### config.mk
export PLATFORM = sky130hd
export DESIGN_NAME = serial_eeprom_bitbang_reader_flat
export DESIGN_NICKNAME = d
export VERILOG_FILES = /design/src/hdl/sebr_pkg.sv /design/src/hdl/sebr_in_if.sv /design/src/hdl/sebr_out_if.sv /design/src/hdl/sebr_cfg.sv /design/src/hdl/sebr_core.sv /design/src/hdl/serial_eeprom_bitbang_reader.sv /design/src/flat_wrapper.sv
export VERILOG_INCLUDE_DIRS = /design/src /design/src/hdl
export SDC_FILE = /design/constraint.sdc
export NUM_CORES = 1
export LEC_CHECK = 0
export ABC_AREA = 1
export BUFFER_PORTS_ARGS = -buffer_cell sky130_fd_sc_hd__clkbuf_2
export CAP_MARGIN = 20
export CORE_ASPECT_RATIO = 0.75
export CORE_MARGIN = 3
export CORE_UTILIZATION = 42
export DETAILED_ROUTE_END_ITERATION = 8
export PLACE_DENSITY = 0.77
export SLEW_MARGIN = 20
export SYNTH_ARGS = -nofsm -noshare
export SYNTH_HDL_FRONTEND = slang
export SYNTH_SLANG_ARGS = --single-unit
### constraint.sdc
create_clock -name clk_i -period 3.5 [get_ports clk_i]
set_input_delay 0.175 -clock clk_i [delete_from_list [all_inputs] [get_ports clk_i]]
set_output_delay 0.175 -clock clk_i [all_outputs]
set_load 0.05 [all_outputs]
### src/hdl/serial_eeprom_bitbang_reader_defines.svh
// Assertion macros used by sebr_core.
`ifndef SERIAL_EEPROM_BITBANG_READER_DEFINES_SVH
`define SERIAL_EEPROM_BITBANG_READER_DEFINES_SVH

// Checks that a property holds at every clock edge outside of reset.
`define SEBR_ASSERT(name, prop, msg) \
  name: assert property (@(posedge clk_i) disable iff (!rst_ni) (prop)) else $error(msg);

// Checks that a condition in one cycle implies a property in the next cycle.
`define SEBR_ASSERT_NEXT(name, ante, cons, msg) \
  name: assert property (@(posedge clk_i) disable iff (!rst_ni) (ante) |=> (cons)) \
    else $error(msg);

`endif

### src/hdl/sebr_pkg.sv
`timescale 1ns / 1ps

package sebr_pkg;

  localparam int unsigned ADDR_W = 7;
  localparam int unsigned CNT_W  = 8;

  localparam logic [CNT_W-1:0] EEPROM_BYTES = 8'd128;
  localparam logic [CNT_W-1:0] COUNT_RESET  = 8'd128;
  localparam logic [7:0]       NACK_VALUE   = 8'hFF;

  localparam int unsigned PADDR_W = 3;
  localparam logic        REG_BYTE_COUNT = 1'b0;

  typedef struct packed {
    logic start_req;
    logic data_in;
  } sebr_item_t;

  typedef struct packed {
    logic              clk_out;
    logic              data_out;
    logic              busy_res;
    logic              byte_valid;
    logic [ADDR_W-1:0] byte_addr;
    logic [7:0]        byte_value;
    logic              addr_acked;
    logic              done_res;
  } sebr_res_t;

endpackage

### src/hdl/sebr_in_if.sv
`timescale 1ns / 1ps

interface sebr_in_if;
  logic valid;
  logic ready;
  logic start_req;
  logic data_in;

  modport source (output valid, output start_req, output data_in, input ready);
  modport sink (input valid, input start_req, input data_in, output ready);
endinterface

### src/hdl/sebr_out_if.sv
`timescale 1ns / 1ps

interface sebr_out_if;
  logic       valid;
  logic       ready;
  logic       clk_out;
  logic       data_out;
  logic       busy_res;
  logic       byte_valid;
  logic [6:0] byte_addr;
  logic [7:0] byte_value;
  logic       addr_acked;
  logic       done_res;

  modport source (
    output valid, output clk_out, output data_out, output busy_res,
    output byte_valid, output byte_addr, output byte_value,
    output addr_acked, output done_res, input ready
  );
  modport sink (
    input valid, input clk_out, input data_out, input busy_res,
    input byte_valid, input byte_addr, input byte_value,
    input addr_acked, input done_res, output ready
  );
endinterface

### src/hdl/sebr_cfg.sv
`timescale 1ns / 1ps

module sebr_cfg (
  input  logic                         clk_i,
  input  logic                         rst_ni,
  input  logic                         psel,
  input  logic                         penable,
  input  logic                         pwrite,
  input  logic [sebr_pkg::PADDR_W-1:0] paddr,
  input  logic [31:0]                  pwdata,
  output logic [31:0]                  prdata,
  output logic                         pready,
  output logic [sebr_pkg::CNT_W-1:0]   byte_count_o
);
  import sebr_pkg::*;

  logic [CNT_W-1:0] byte_count_q;
  logic             wr_en;

  assign pready = 1'b1;
  assign wr_en  = psel && penable && pwrite && (paddr[2] == REG_BYTE_COUNT);

  always_ff @(posedge clk_i or negedge rst_ni) begin
    if (!rst_ni) begin
      byte_count_q <= COUNT_RESET;
    end else if (wr_en) begin
      byte_count_q <= pwdata[CNT_W-1:0];
    end
  end

  always_comb begin
    prdata = '0;
    if (paddr[2] == REG_BYTE_COUNT) begin
      prdata = {{(32 - CNT_W){1'b0}}, byte_count_q};
    end
  end

  assign byte_count_o = byte_count_q;
endmodule

### src/hdl/sebr_core.sv
`timescale 1ns / 1ps
`include "serial_eeprom_bitbang_reader_defines.svh"

module sebr_core (
  input  logic                       clk_i,
  input  logic                       rst_ni,
  input  logic [sebr_pkg::CNT_W-1:0] byte_count_i,
  sebr_in_if.sink                    in_ch_i,
  sebr_out_if.source                 out_ch_o
);
  import sebr_pkg::*;

  typedef enum logic [4:0] {
    PH_IDLE, PH_ST_DH, PH_ST_CH, PH_ST_DL, PH_ST_CL,
    PH_AB_SET, PH_AB_CH, PH_AB_CL,
    PH_A1_DH, PH_A1_CH, PH_A1_SAMP, PH_A1_REL,
    PH_RD_DH, PH_RD_CH, PH_RD_SAMP, PH_RD_DL,
    PH_A2_DH, PH_A2_CH, PH_A2_SAMP, PH_A2_REL
  } phase_e;

  logic             in_valid_q;
  sebr_item_t       in_q;
  logic             out_valid_q;
  sebr_res_t        out_q;
  logic             advance;

  phase_e           phase_q, phase_d;
  logic [2:0]       bit_q, bit_d;
  logic [ADDR_W-1:0] addr_q, addr_d;
  logic [7:0]       shift_q, shift_d;
  logic             clk_line_q, clk_line_d;
  logic             data_line_q, data_line_d;
  logic             ack_q, ack_d;

  logic [CNT_W-1:0] eff_count;
  logic             last;
  logic             fin;
  logic [7:0]       fin_value;
  logic             fin_acked;
  logic             busy;
  sebr_res_t        res_d;

  assign advance       = in_valid_q && (!out_valid_q || out_ch_o.ready);
  assign in_ch_i.ready = !in_valid_q || advance;

  always_comb begin
    eff_count = byte_count_i;
    if (byte_count_i == '0) begin
      eff_count = {{(CNT_W - 1){1'b0}}, 1'b1};
    end else if (byte_count_i > EEPROM_BYTES) begin
      eff_count = EEPROM_BYTES;
    end
  end

  assign last = ({1'b0, addr_q} + {{(CNT_W - 1){1'b0}}, 1'b1}) >= eff_count;

  always_comb begin
    phase_d     = phase_q;
    bit_d       = bit_q;
    addr_d      = addr_q;
    shift_d     = shift_q;
    clk_line_d  = clk_line_q;
    data_line_d = data_line_q;
    ack_d       = ack_q;
    busy        = 1'b1;
    fin         = 1'b0;
    fin_value   = NACK_VALUE;
    fin_acked   = 1'b0;
    unique case (phase_q)
      PH_IDLE: begin
        if (in_q.start_req) begin
          clk_line_d  = 1'b1;
          data_line_d = 1'b1;
          addr_d      = '0;
          phase_d     = PH_ST_DH;
        end else begin
          busy = 1'b0;
        end
      end
      PH_ST_DH: begin
        data_line_d = 1'b1;
        phase_d     = PH_ST_CH;
      end
      PH_ST_CH: begin
        clk_line_d = 1'b1;
        phase_d    = PH_ST_DL;
      end
      PH_ST_DL: begin
        data_line_d = 1'b0;
        phase_d     = PH_ST_CL;
      end
      PH_ST_CL: begin
        clk_line_d = 1'b0;
        bit_d      = 3'd7;
        shift_d    = {addr_q, 1'b1};
        phase_d    = PH_AB_SET;
      end
      PH_AB_SET: begin
        data_line_d = shift_q[bit_q];
        phase_d     = PH_AB_CH;
      end
      PH_AB_CH: begin
        clk_line_d = 1'b1;
        phase_d    = PH_AB_CL;
      end
      PH_AB_CL: begin
        clk_line_d = 1'b0;
        if (bit_q == 3'd0) begin
          phase_d = PH_A1_DH;
        end else begin
          bit_d   = bit_q - 3'd1;
          phase_d = PH_AB_SET;
        end
      end
      PH_A1_DH: begin
        data_line_d = 1'b1;
        phase_d     = PH_A1_CH;
      end
      PH_A1_CH: begin
        clk_line_d = 1'b1;
        phase_d    = PH_A1_SAMP;
      end
      PH_A1_SAMP: begin
        ack_d       = !in_q.data_in;
        data_line_d = in_q.data_in;
        clk_line_d  = 1'b0;
        phase_d     = PH_A1_REL;
      end
      PH_A1_REL: begin
        data_line_d = 1'b1;
        if (ack_q) begin
          bit_d   = '0;
          shift_d = '0;
          phase_d = PH_RD_DH;
        end else begin
          fin       = 1'b1;
          fin_value = NACK_VALUE;
          fin_acked = 1'b0;
        end
      end
      PH_RD_DH: begin
        data_line_d = 1'b1;
        phase_d     = PH_RD_CH;
      end
      PH_RD_CH: begin
        clk_line_d = 1'b1;
        phase_d    = PH_RD_SAMP;
      end
      PH_RD_SAMP: begin
        shift_d    = {shift_q[6:0], in_q.data_in};
        clk_line_d = 1'b0;
        phase_d    = PH_RD_DL;
      end
      PH_RD_DL: begin
        data_line_d = 1'b0;
        if (bit_q == 3'd7) begin
          phase_d = PH_A2_DH;
        end else begin
          bit_d   = bit_q + 3'd1;
          phase_d = PH_RD_DH;
        end
      end
      PH_A2_DH: begin
        data_line_d = 1'b1;
        phase_d     = PH_A2_CH;
      end
      PH_A2_CH: begin
        clk_line_d = 1'b1;
        phase_d    = PH_A2_SAMP;
      end
      PH_A2_SAMP: begin
        data_line_d = in_q.data_in;
        clk_line_d  = 1'b0;
        phase_d     = PH_A2_REL;
      end
      PH_A2_REL: begin
        data_line_d = 1'b1;
        fin         = 1'b1;
        fin_value   = shift_q;
        fin_acked   = 1'b1;
      end
      default: begin
        phase_d = PH_IDLE;
        busy    = 1'b0;
      end
    endcase

    res_d = '0;
    if (fin) begin
      res_d.byte_valid = 1'b1;
      res_d.byte_addr  = addr_q;
      res_d.byte_value = fin_value;
      res_d.addr_acked = fin_acked;
      res_d.done_res   = last;
      if (last) begin
        phase_d = PH_IDLE;
        addr_d  = '0;
      end else begin
        addr_d  = addr_q + {{(ADDR_W - 1){1'b0}}, 1'b1};
        phase_d = PH_ST_DH;
      end
    end
    res_d.clk_out  = clk_line_d;
    res_d.data_out = data_line_d;
    res_d.busy_res = busy;
  end

  always_ff @(posedge clk_i or negedge rst_ni) begin
    if (!rst_ni) begin
      in_valid_q  <= 1'b0;
      out_valid_q <= 1'b0;
      phase_q     <= PH_IDLE;
      bit_q       <= '0;
      addr_q      <= '0;
      shift_q     <= '0;
      clk_line_q  <= 1'b1;
      data_line_q <= 1'b1;
      ack_q       <= 1'b0;
    end else begin
      if (in_ch_i.ready) begin
        in_valid_q <= in_ch_i.valid;
      end
      if (advance) begin
        out_valid_q <= 1'b1;
        phase_q     <= phase_d;
        bit_q       <= bit_d;
        addr_q      <= addr_d;
        shift_q     <= shift_d;
        clk_line_q  <= clk_line_d;
        data_line_q <= data_line_d;
        ack_q       <= ack_d;
      end else if (out_ch_o.ready) begin
        out_valid_q <= 1'b0;
      end
    end
  end

  always_ff @(posedge clk_i) begin
    if (in_ch_i.ready && in_ch_i.valid) begin
      in_q.start_req <= in_ch_i.start_req;
      in_q.data_in   <= in_ch_i.data_in;
    end
    if (advance) begin
      out_q <= res_d;
    end
  end

  assign out_ch_o.valid      = out_valid_q;
  assign out_ch_o.clk_out    = out_q.clk_out;
  assign out_ch_o.data_out   = out_q.data_out;
  assign out_ch_o.busy_res   = out_q.busy_res;
  assign out_ch_o.byte_valid = out_q.byte_valid;
  assign out_ch_o.byte_addr  = out_q.byte_addr;
  assign out_ch_o.byte_value = out_q.byte_value;
  assign out_ch_o.addr_acked = out_q.addr_acked;
  assign out_ch_o.done_res   = out_q.done_res;

  `SEBR_ASSERT(a_byte_in_pass, !(out_valid_q && out_q.byte_valid) || out_q.busy_res, "byte outside a pass")
  `SEBR_ASSERT(a_done_with_byte, !(out_valid_q && out_q.done_res) || out_q.byte_valid, "done without a byte")
  `SEBR_ASSERT_NEXT(a_done_to_idle, advance && fin && last, phase_q == PH_IDLE && addr_q == '0, "pass did not end")
  `SEBR_ASSERT_NEXT(a_item_held, in_valid_q && !advance, in_valid_q, "pending item lost")
endmodule

### src/hdl/serial_eeprom_bitbang_reader.sv
`timescale 1ns / 1ps
// Pipeline: each item is held in the input register, and its result in the result
// register, which loads only when the line sequencer advances.
// Throughput: one item per cycle unless the output stalls; each is one state transition.
// Reset: the sequencer goes idle with both lines released high and byte_count set to 128.
module serial_eeprom_bitbang_reader (
  input  logic                         clk_i,
  input  logic                         rst_ni,
  input  logic                         psel,
  input  logic                         penable,
  input  logic                         pwrite,
  input  logic [sebr_pkg::PADDR_W-1:0] paddr,
  input  logic [31:0]                  pwdata,
  output logic [31:0]                  prdata,
  output logic                         pready,
  sebr_in_if.sink                      in_ch_i,
  sebr_out_if.source                   out_ch_o
);
  import sebr_pkg::*;

  logic [CNT_W-1:0] byte_count;

  sebr_cfg u_cfg (
    .clk_i        (clk_i),
    .rst_ni       (rst_ni),
    .psel         (psel),
    .penable      (penable),
    .pwrite       (pwrite),
    .paddr        (paddr),
    .pwdata       (pwdata),
    .prdata       (prdata),
    .pready       (pready),
    .byte_count_o (byte_count)
  );

  sebr_core u_core (
    .clk_i        (clk_i),
    .rst_ni       (rst_ni),
    .byte_count_i (byte_count),
    .in_ch_i      (in_ch_i),
    .out_ch_o     (out_ch_o)
  );
endmodule
### src/flat_wrapper.sv
// flat-port wrapper written by rule: the top's interface ports become plain ports
module serial_eeprom_bitbang_reader_flat import sebr_pkg::*;
  (clk_i, rst_ni, psel, penable, pwrite, paddr, pwdata, prdata, pready, in_ch_i_valid, in_ch_i_start_req, in_ch_i_data_in, in_ch_i_ready, out_ch_o_valid, out_ch_o_clk_out, out_ch_o_data_out, out_ch_o_busy_res, out_ch_o_byte_valid, out_ch_o_byte_addr, out_ch_o_byte_value, out_ch_o_addr_acked, out_ch_o_done_res, out_ch_o_ready);
  sebr_in_if in_ch_i_i ();
  sebr_out_if out_ch_o_i ();
  input  logic clk_i;
  input  logic rst_ni;
  input  logic psel;
  input  logic penable;
  input  logic pwrite;
  input  logic [sebr_pkg::PADDR_W-1:0] paddr;
  input  logic [31:0] pwdata;
  output logic [31:0] prdata;
  output logic pready;
  input wire logic [$bits(in_ch_i_i.valid)-1:0] in_ch_i_valid;
  input wire logic [$bits(in_ch_i_i.start_req)-1:0] in_ch_i_start_req;
  input wire logic [$bits(in_ch_i_i.data_in)-1:0] in_ch_i_data_in;
  output wire logic [$bits(in_ch_i_i.ready)-1:0] in_ch_i_ready;
  output wire logic [$bits(out_ch_o_i.valid)-1:0] out_ch_o_valid;
  output wire logic [$bits(out_ch_o_i.clk_out)-1:0] out_ch_o_clk_out;
  output wire logic [$bits(out_ch_o_i.data_out)-1:0] out_ch_o_data_out;
  output wire logic [$bits(out_ch_o_i.busy_res)-1:0] out_ch_o_busy_res;
  output wire logic [$bits(out_ch_o_i.byte_valid)-1:0] out_ch_o_byte_valid;
  output wire logic [$bits(out_ch_o_i.byte_addr)-1:0] out_ch_o_byte_addr;
  output wire logic [$bits(out_ch_o_i.byte_value)-1:0] out_ch_o_byte_value;
  output wire logic [$bits(out_ch_o_i.addr_acked)-1:0] out_ch_o_addr_acked;
  output wire logic [$bits(out_ch_o_i.done_res)-1:0] out_ch_o_done_res;
  input wire logic [$bits(out_ch_o_i.ready)-1:0] out_ch_o_ready;
  assign in_ch_i_i.valid = in_ch_i_valid;
  assign in_ch_i_i.start_req = in_ch_i_start_req;
  assign in_ch_i_i.data_in = in_ch_i_data_in;
  assign in_ch_i_ready = in_ch_i_i.ready;
  assign out_ch_o_valid = out_ch_o_i.valid;
  assign out_ch_o_clk_out = out_ch_o_i.clk_out;
  assign out_ch_o_data_out = out_ch_o_i.data_out;
  assign out_ch_o_busy_res = out_ch_o_i.busy_res;
  assign out_ch_o_byte_valid = out_ch_o_i.byte_valid;
  assign out_ch_o_byte_addr = out_ch_o_i.byte_addr;
  assign out_ch_o_byte_value = out_ch_o_i.byte_value;
  assign out_ch_o_addr_acked = out_ch_o_i.addr_acked;
  assign out_ch_o_done_res = out_ch_o_i.done_res;
  assign out_ch_o_i.ready = out_ch_o_ready;
  serial_eeprom_bitbang_reader u_core (.clk_i(clk_i), .rst_ni(rst_ni), .psel(psel), .penable(penable), .pwrite(pwrite), .paddr(paddr), .pwdata(pwdata), .prdata(prdata), .pready(pready), .in_ch_i(in_ch_i_i), .out_ch_o(out_ch_o_i));
endmodule
==> results.txt <==
* Core box area: 8128 µm²
- In the global route stage, overall resource usage came out at 16.76%.
- Clock root buffer master: sky130_fd_sc_hd__clkbuf_16
* HPWL reported at the end of detailed placement: 5898 µm
- Of the cells placed in the final design, the portion with a size suffix greater than 1 is 18.82%.
- Startpoint class of the critical path: flop
- Worst hold slack: -0.02832 ns
* Detail Route Antenna Nets: 0
* Gate count of the mapped netlist: 454
* Synthesized area divided by synthesized cell count: 7.945 µm²
- Total leakage power: 2.111 nW
- Cells fill 50.97% of the core in the end.
- Type of the most critical hold path: input port to async pin
* Vias per inst: 4.984
- Row count: 28
- By count the netlist is led by sky130_fd_sc_hd__nand2_1, sky130_fd_sc_hd__inv_1, sky130_fd_sc_hd__nor2_1.
- Later-pin clock latency in the skew report: 0.33 ns
- Once the floorplan was initialized, standard cells occupied 44.38% of the core.
- Most numerous cell on the critical path: sky130_fd_sc_hd__nand2_1
* Worst path buffer plus inverter count: 2
* Gates resized, CTS repair: 0
- During placement, the flow inserted port buffers numbering 48.
- The via count of the first global-routing pass came to 2772.
- The number of clock buffers added by TritonCTS is 9.
* Largest net degree at the start of global routing: 37
- Routed length per instance: 12.78 µm
- Synth Area in XOR/XNOR: 1.457%
* Maximum root-to-sink buffer count: 2
- For this block, the via count after detailed routing is 3065.
- Setup violations remaining at the end of the flow were counted as 0.
- IO Count: 100
* Unrepaired setup endpoints after global routing: false
- At the end of the flow, the number of nets in the layout was 559.
- At the end of routability-driven placement, the weighted congestion stood at 0.9056.
- Data required time at the worst endpoint: 3.72 ns
- The synthesized netlist devotes 9.435% of its cell area to compound gates.
- After synthesis, the largest family of logic cells by area is simple AND/OR/NAND/NOR gates.
- Yosys printed 0 warnings.
- Count of final max-slew check failures: 0
- Minimum clock period after layout: 2.424 ns
- For this block, the initial DRC count from the detailed router was 263.
- Area enclosed by the die boundary: 9748 µm²
* Cts hold-fix bufs: 0
- After Yosys synthesis, and, or, nand and nor cells account for 26.85% of the synthesized area.
- 0 antenna diodes ended up in the layout.
- Setup total negative slack on the finished layout was measured at 0 ns.
- After global routing the overflow that remains totals 0.
- On the critical path, the stage with the largest delay is an instance of sky130_fd_sc_hd__dfrtp_1.
* CTS H-tree depth: 3
- Most used flip-flop cell after synthesis: sky130_fd_sc_hd__dfrtp_1
- First-pass GRT wire length: 13040 µm
- Synthesized flop and latch total: 59
- In this design, the stage delay of the slowest critical-path cell is 0.46 ns.
- Async SR Flop Fraction: 61.02%
* Overall die height: 86.26 µm
* List of cells traversed by the critical path: ha_1 -> nand3_1 -> nor2_1 -> nand2_1 -> xor2_1 -> inv_1 -> ha_1 -> nand2_1 -> nor2_1 -> nand4_1 -> nand4_1 -> inv_2 -> nand2_1 -> nand2_1
- The cell area that synthesis handed to floorplanning was 3607 µm².
* Tightest Pin Transition: 0.9121 ns
* Post-CTS Setup Repair Bufs: 0
- Across the VDD grid, the largest voltage drop is 0.4353 mV.
* Proportion of synthesized area in mux cells: 0%
* Period Utilization, post-route: 69.26%
- Final hold violations: 33
- Clk sink count: 59
- After synthesis, the cell types taking the most area are sky130_fd_sc_hd__dfrtp_1, sky130_fd_sc_hd__edfxtp_1, sky130_fd_sc_hd__nand2_1.
- Dividing total power by cell area gives a power density of 768.3 nW/µm².
- Across the run, the number of max-cap violations was 0.
- Proportion of netlist area held by the largest area contributor: 22.89%
* Total power consumption of the routed design: 0.003183 W
- Initial antenna violation count: 0
- Count leader, synth: sky130_fd_sc_hd__nand2_1
- Of all cell types, the one taking the most synthesized area is sky130_fd_sc_hd__dfrtp_1.
- Of all nets on the critical path, the largest fanout is 7.
- The netlist uses 41 different library cells.
- Sequential elements use 44.22% of the synthesized area.
- Failing checks: negative hold slack
- TritonCTS built the clock tree.
- For this run, the top clock speed supported by timing is 412.5 MHz.
- Of the total synthesized cell area, the portion taken by full adders, half adders and majority gates is 3.677%.
* Area Overhead vs Synth: 14.85%
- In this run, synthesis inferred 23 flip-flops with an integrated enable.
- X dimension of the die: 113.0 µm
- Clock-pin slew was measured on the worst setup and hold paths at 0.05 ns.
- The worst setup path is captured at a flop.
- Router iterations before antenna repair: 5
- Worst Setup Path Type: flop to flop
* Routed wire length: 7857 µm
- At the worst endpoint, the arrival time is 2.64 ns.
- Max-Slew Margin vs Limit: 39.19%
* Kind of cell adding the most delay to the critical path: simple AND/OR/NAND/NOR gates
* Outcome: complete, but fails checks
- Between clock sinks in the finished design, the worst skew comes to 0.006249 ns.
* # DRC: 0
cell families (layout without fill, tap and decap cells):
| family | after synthesis | count (layout) |
|---|---|---|
| adders and majority gates | 10 | 10 |
| other | 2 | 25 |
| and+or+nand+nor | 218 | 218 |
| buffers and inverters | 101 | 134 |
| AOI/OAI and AO/OA | 58 | 58 |
| DFF | 59 | 59 |
| xor gates and xnor gates | 6 | 6 |
per-stage QoR:
| step | setup slack [ns] | cell area (µm²) | instances |
|---|---|---|---|
| 6_report | 1.076 | 4143 | 615 |
| 5_1_grt | 0.7981 | 4143 | 615 |
| 4_1_cts | 1.099 | 4143 | 615 |
| 3_5_place_dp | 1.170 | 3832 | 599 |
| 3_3_place_gp | 1.195 | 3832 | 599 |
| 2_1_floorplan | 1.338 | 3694 | 477 |
registers in the layout, indices dropped and copies added, names as in the netlist, 2 cells and up:
name,cells
u_core.u_cfg.byte_count_o,8
u_core.u_core.out_ch_o.byte_addr,7
u_core.u_core.in_q,2
u_core.u_core.out_ch_o.byte_value,8
u_core.u_core.phase_q,5
u_core.u_core.bit_q,3
u_core.u_core.shift_q,8
u_core.u_core.addr_q,7
path summary, 6_finish.rpt:
| check | from | end | slack, ns | depth (start not counted) |
|---|---|---|---|---|
| worst min register to register | u_core.u_core.data_line_q$_DFFE_PN1P_ | u_core.u_core.data_line_q$_DFFE_PN1P_ | 0.48 | 2 |
| worst max-delay path | u_core.u_core.addr_q[0]$_DFFE_PN0P_ | u_core.u_core.addr_q[5]$_DFFE_PN0P_ | 1.08 | 14 |
| worst max register to register | u_core.u_core.addr_q[0]$_DFFE_PN0P_ | u_core.u_core.addr_q[5]$_DFFE_PN0P_ | 1.08 | 14 |
| min in group clk_i | in_ch_i_data_in | u_core.u_core.in_q[0]$_DFFE_PP_ | 0.02 | 1 |
| worst min-delay path | rst_ni | u_core.u_core.shift_q[5]$_DFFE_PN0P_ | -0.03 | 1 |
| max in group asynchronous | rst_ni | u_core.u_core.phase_q[0]$_DFFE_PN0P_ | 2.96 | 1 |
power breakdown:
group | internal [W] | switching (W) | total [W]
logic | 0.000329 | 0.000883 | 0.00121
registers | 0.000914 | 0.000136 | 0.00105
clock network | 0.000620 | 0.000301 | 0.000922
total | 0.00186 | 0.00132 | 0.00318
metal layers:
metal  GRT usage [%]  part of all wire [%]  vias up
met5               0                     0        -
met4           6.004                   1.3        0
met3           4.466                   7.7        9
met2           26.94                    47      122
met1           22.01                    44     1428
li1                -                     -     1506
placed cells by master, fill, tap and decap left out, drive strengths merged, types with 2 or more instances in the layout:
cell / instances
edfxtp: 23
ha: 9
dfrtp: 33
nand2: 117
nand4: 9
nor4: 3
bufinv: 2
dfstp: 3
o21ai: 20
clkbuf: 59
inv: 66
xor2: 5
nor2: 60
a21oi: 28
nor3: 2
conb: 25
o22ai: 7
nand3: 27
clkinv: 6
final cells by class:
cell class,instances,area [µm²]
repair buffers,49,247.7
multi-input cells,317,1588
well taps,105,131.4
inverters,69,270.3
clock buffers,11,232.7
flip-flops and latches,59,1595
clock inverters,5,77.57
fillers,760,3985
No activity file was read; power rests on OpenSTA's default activity.
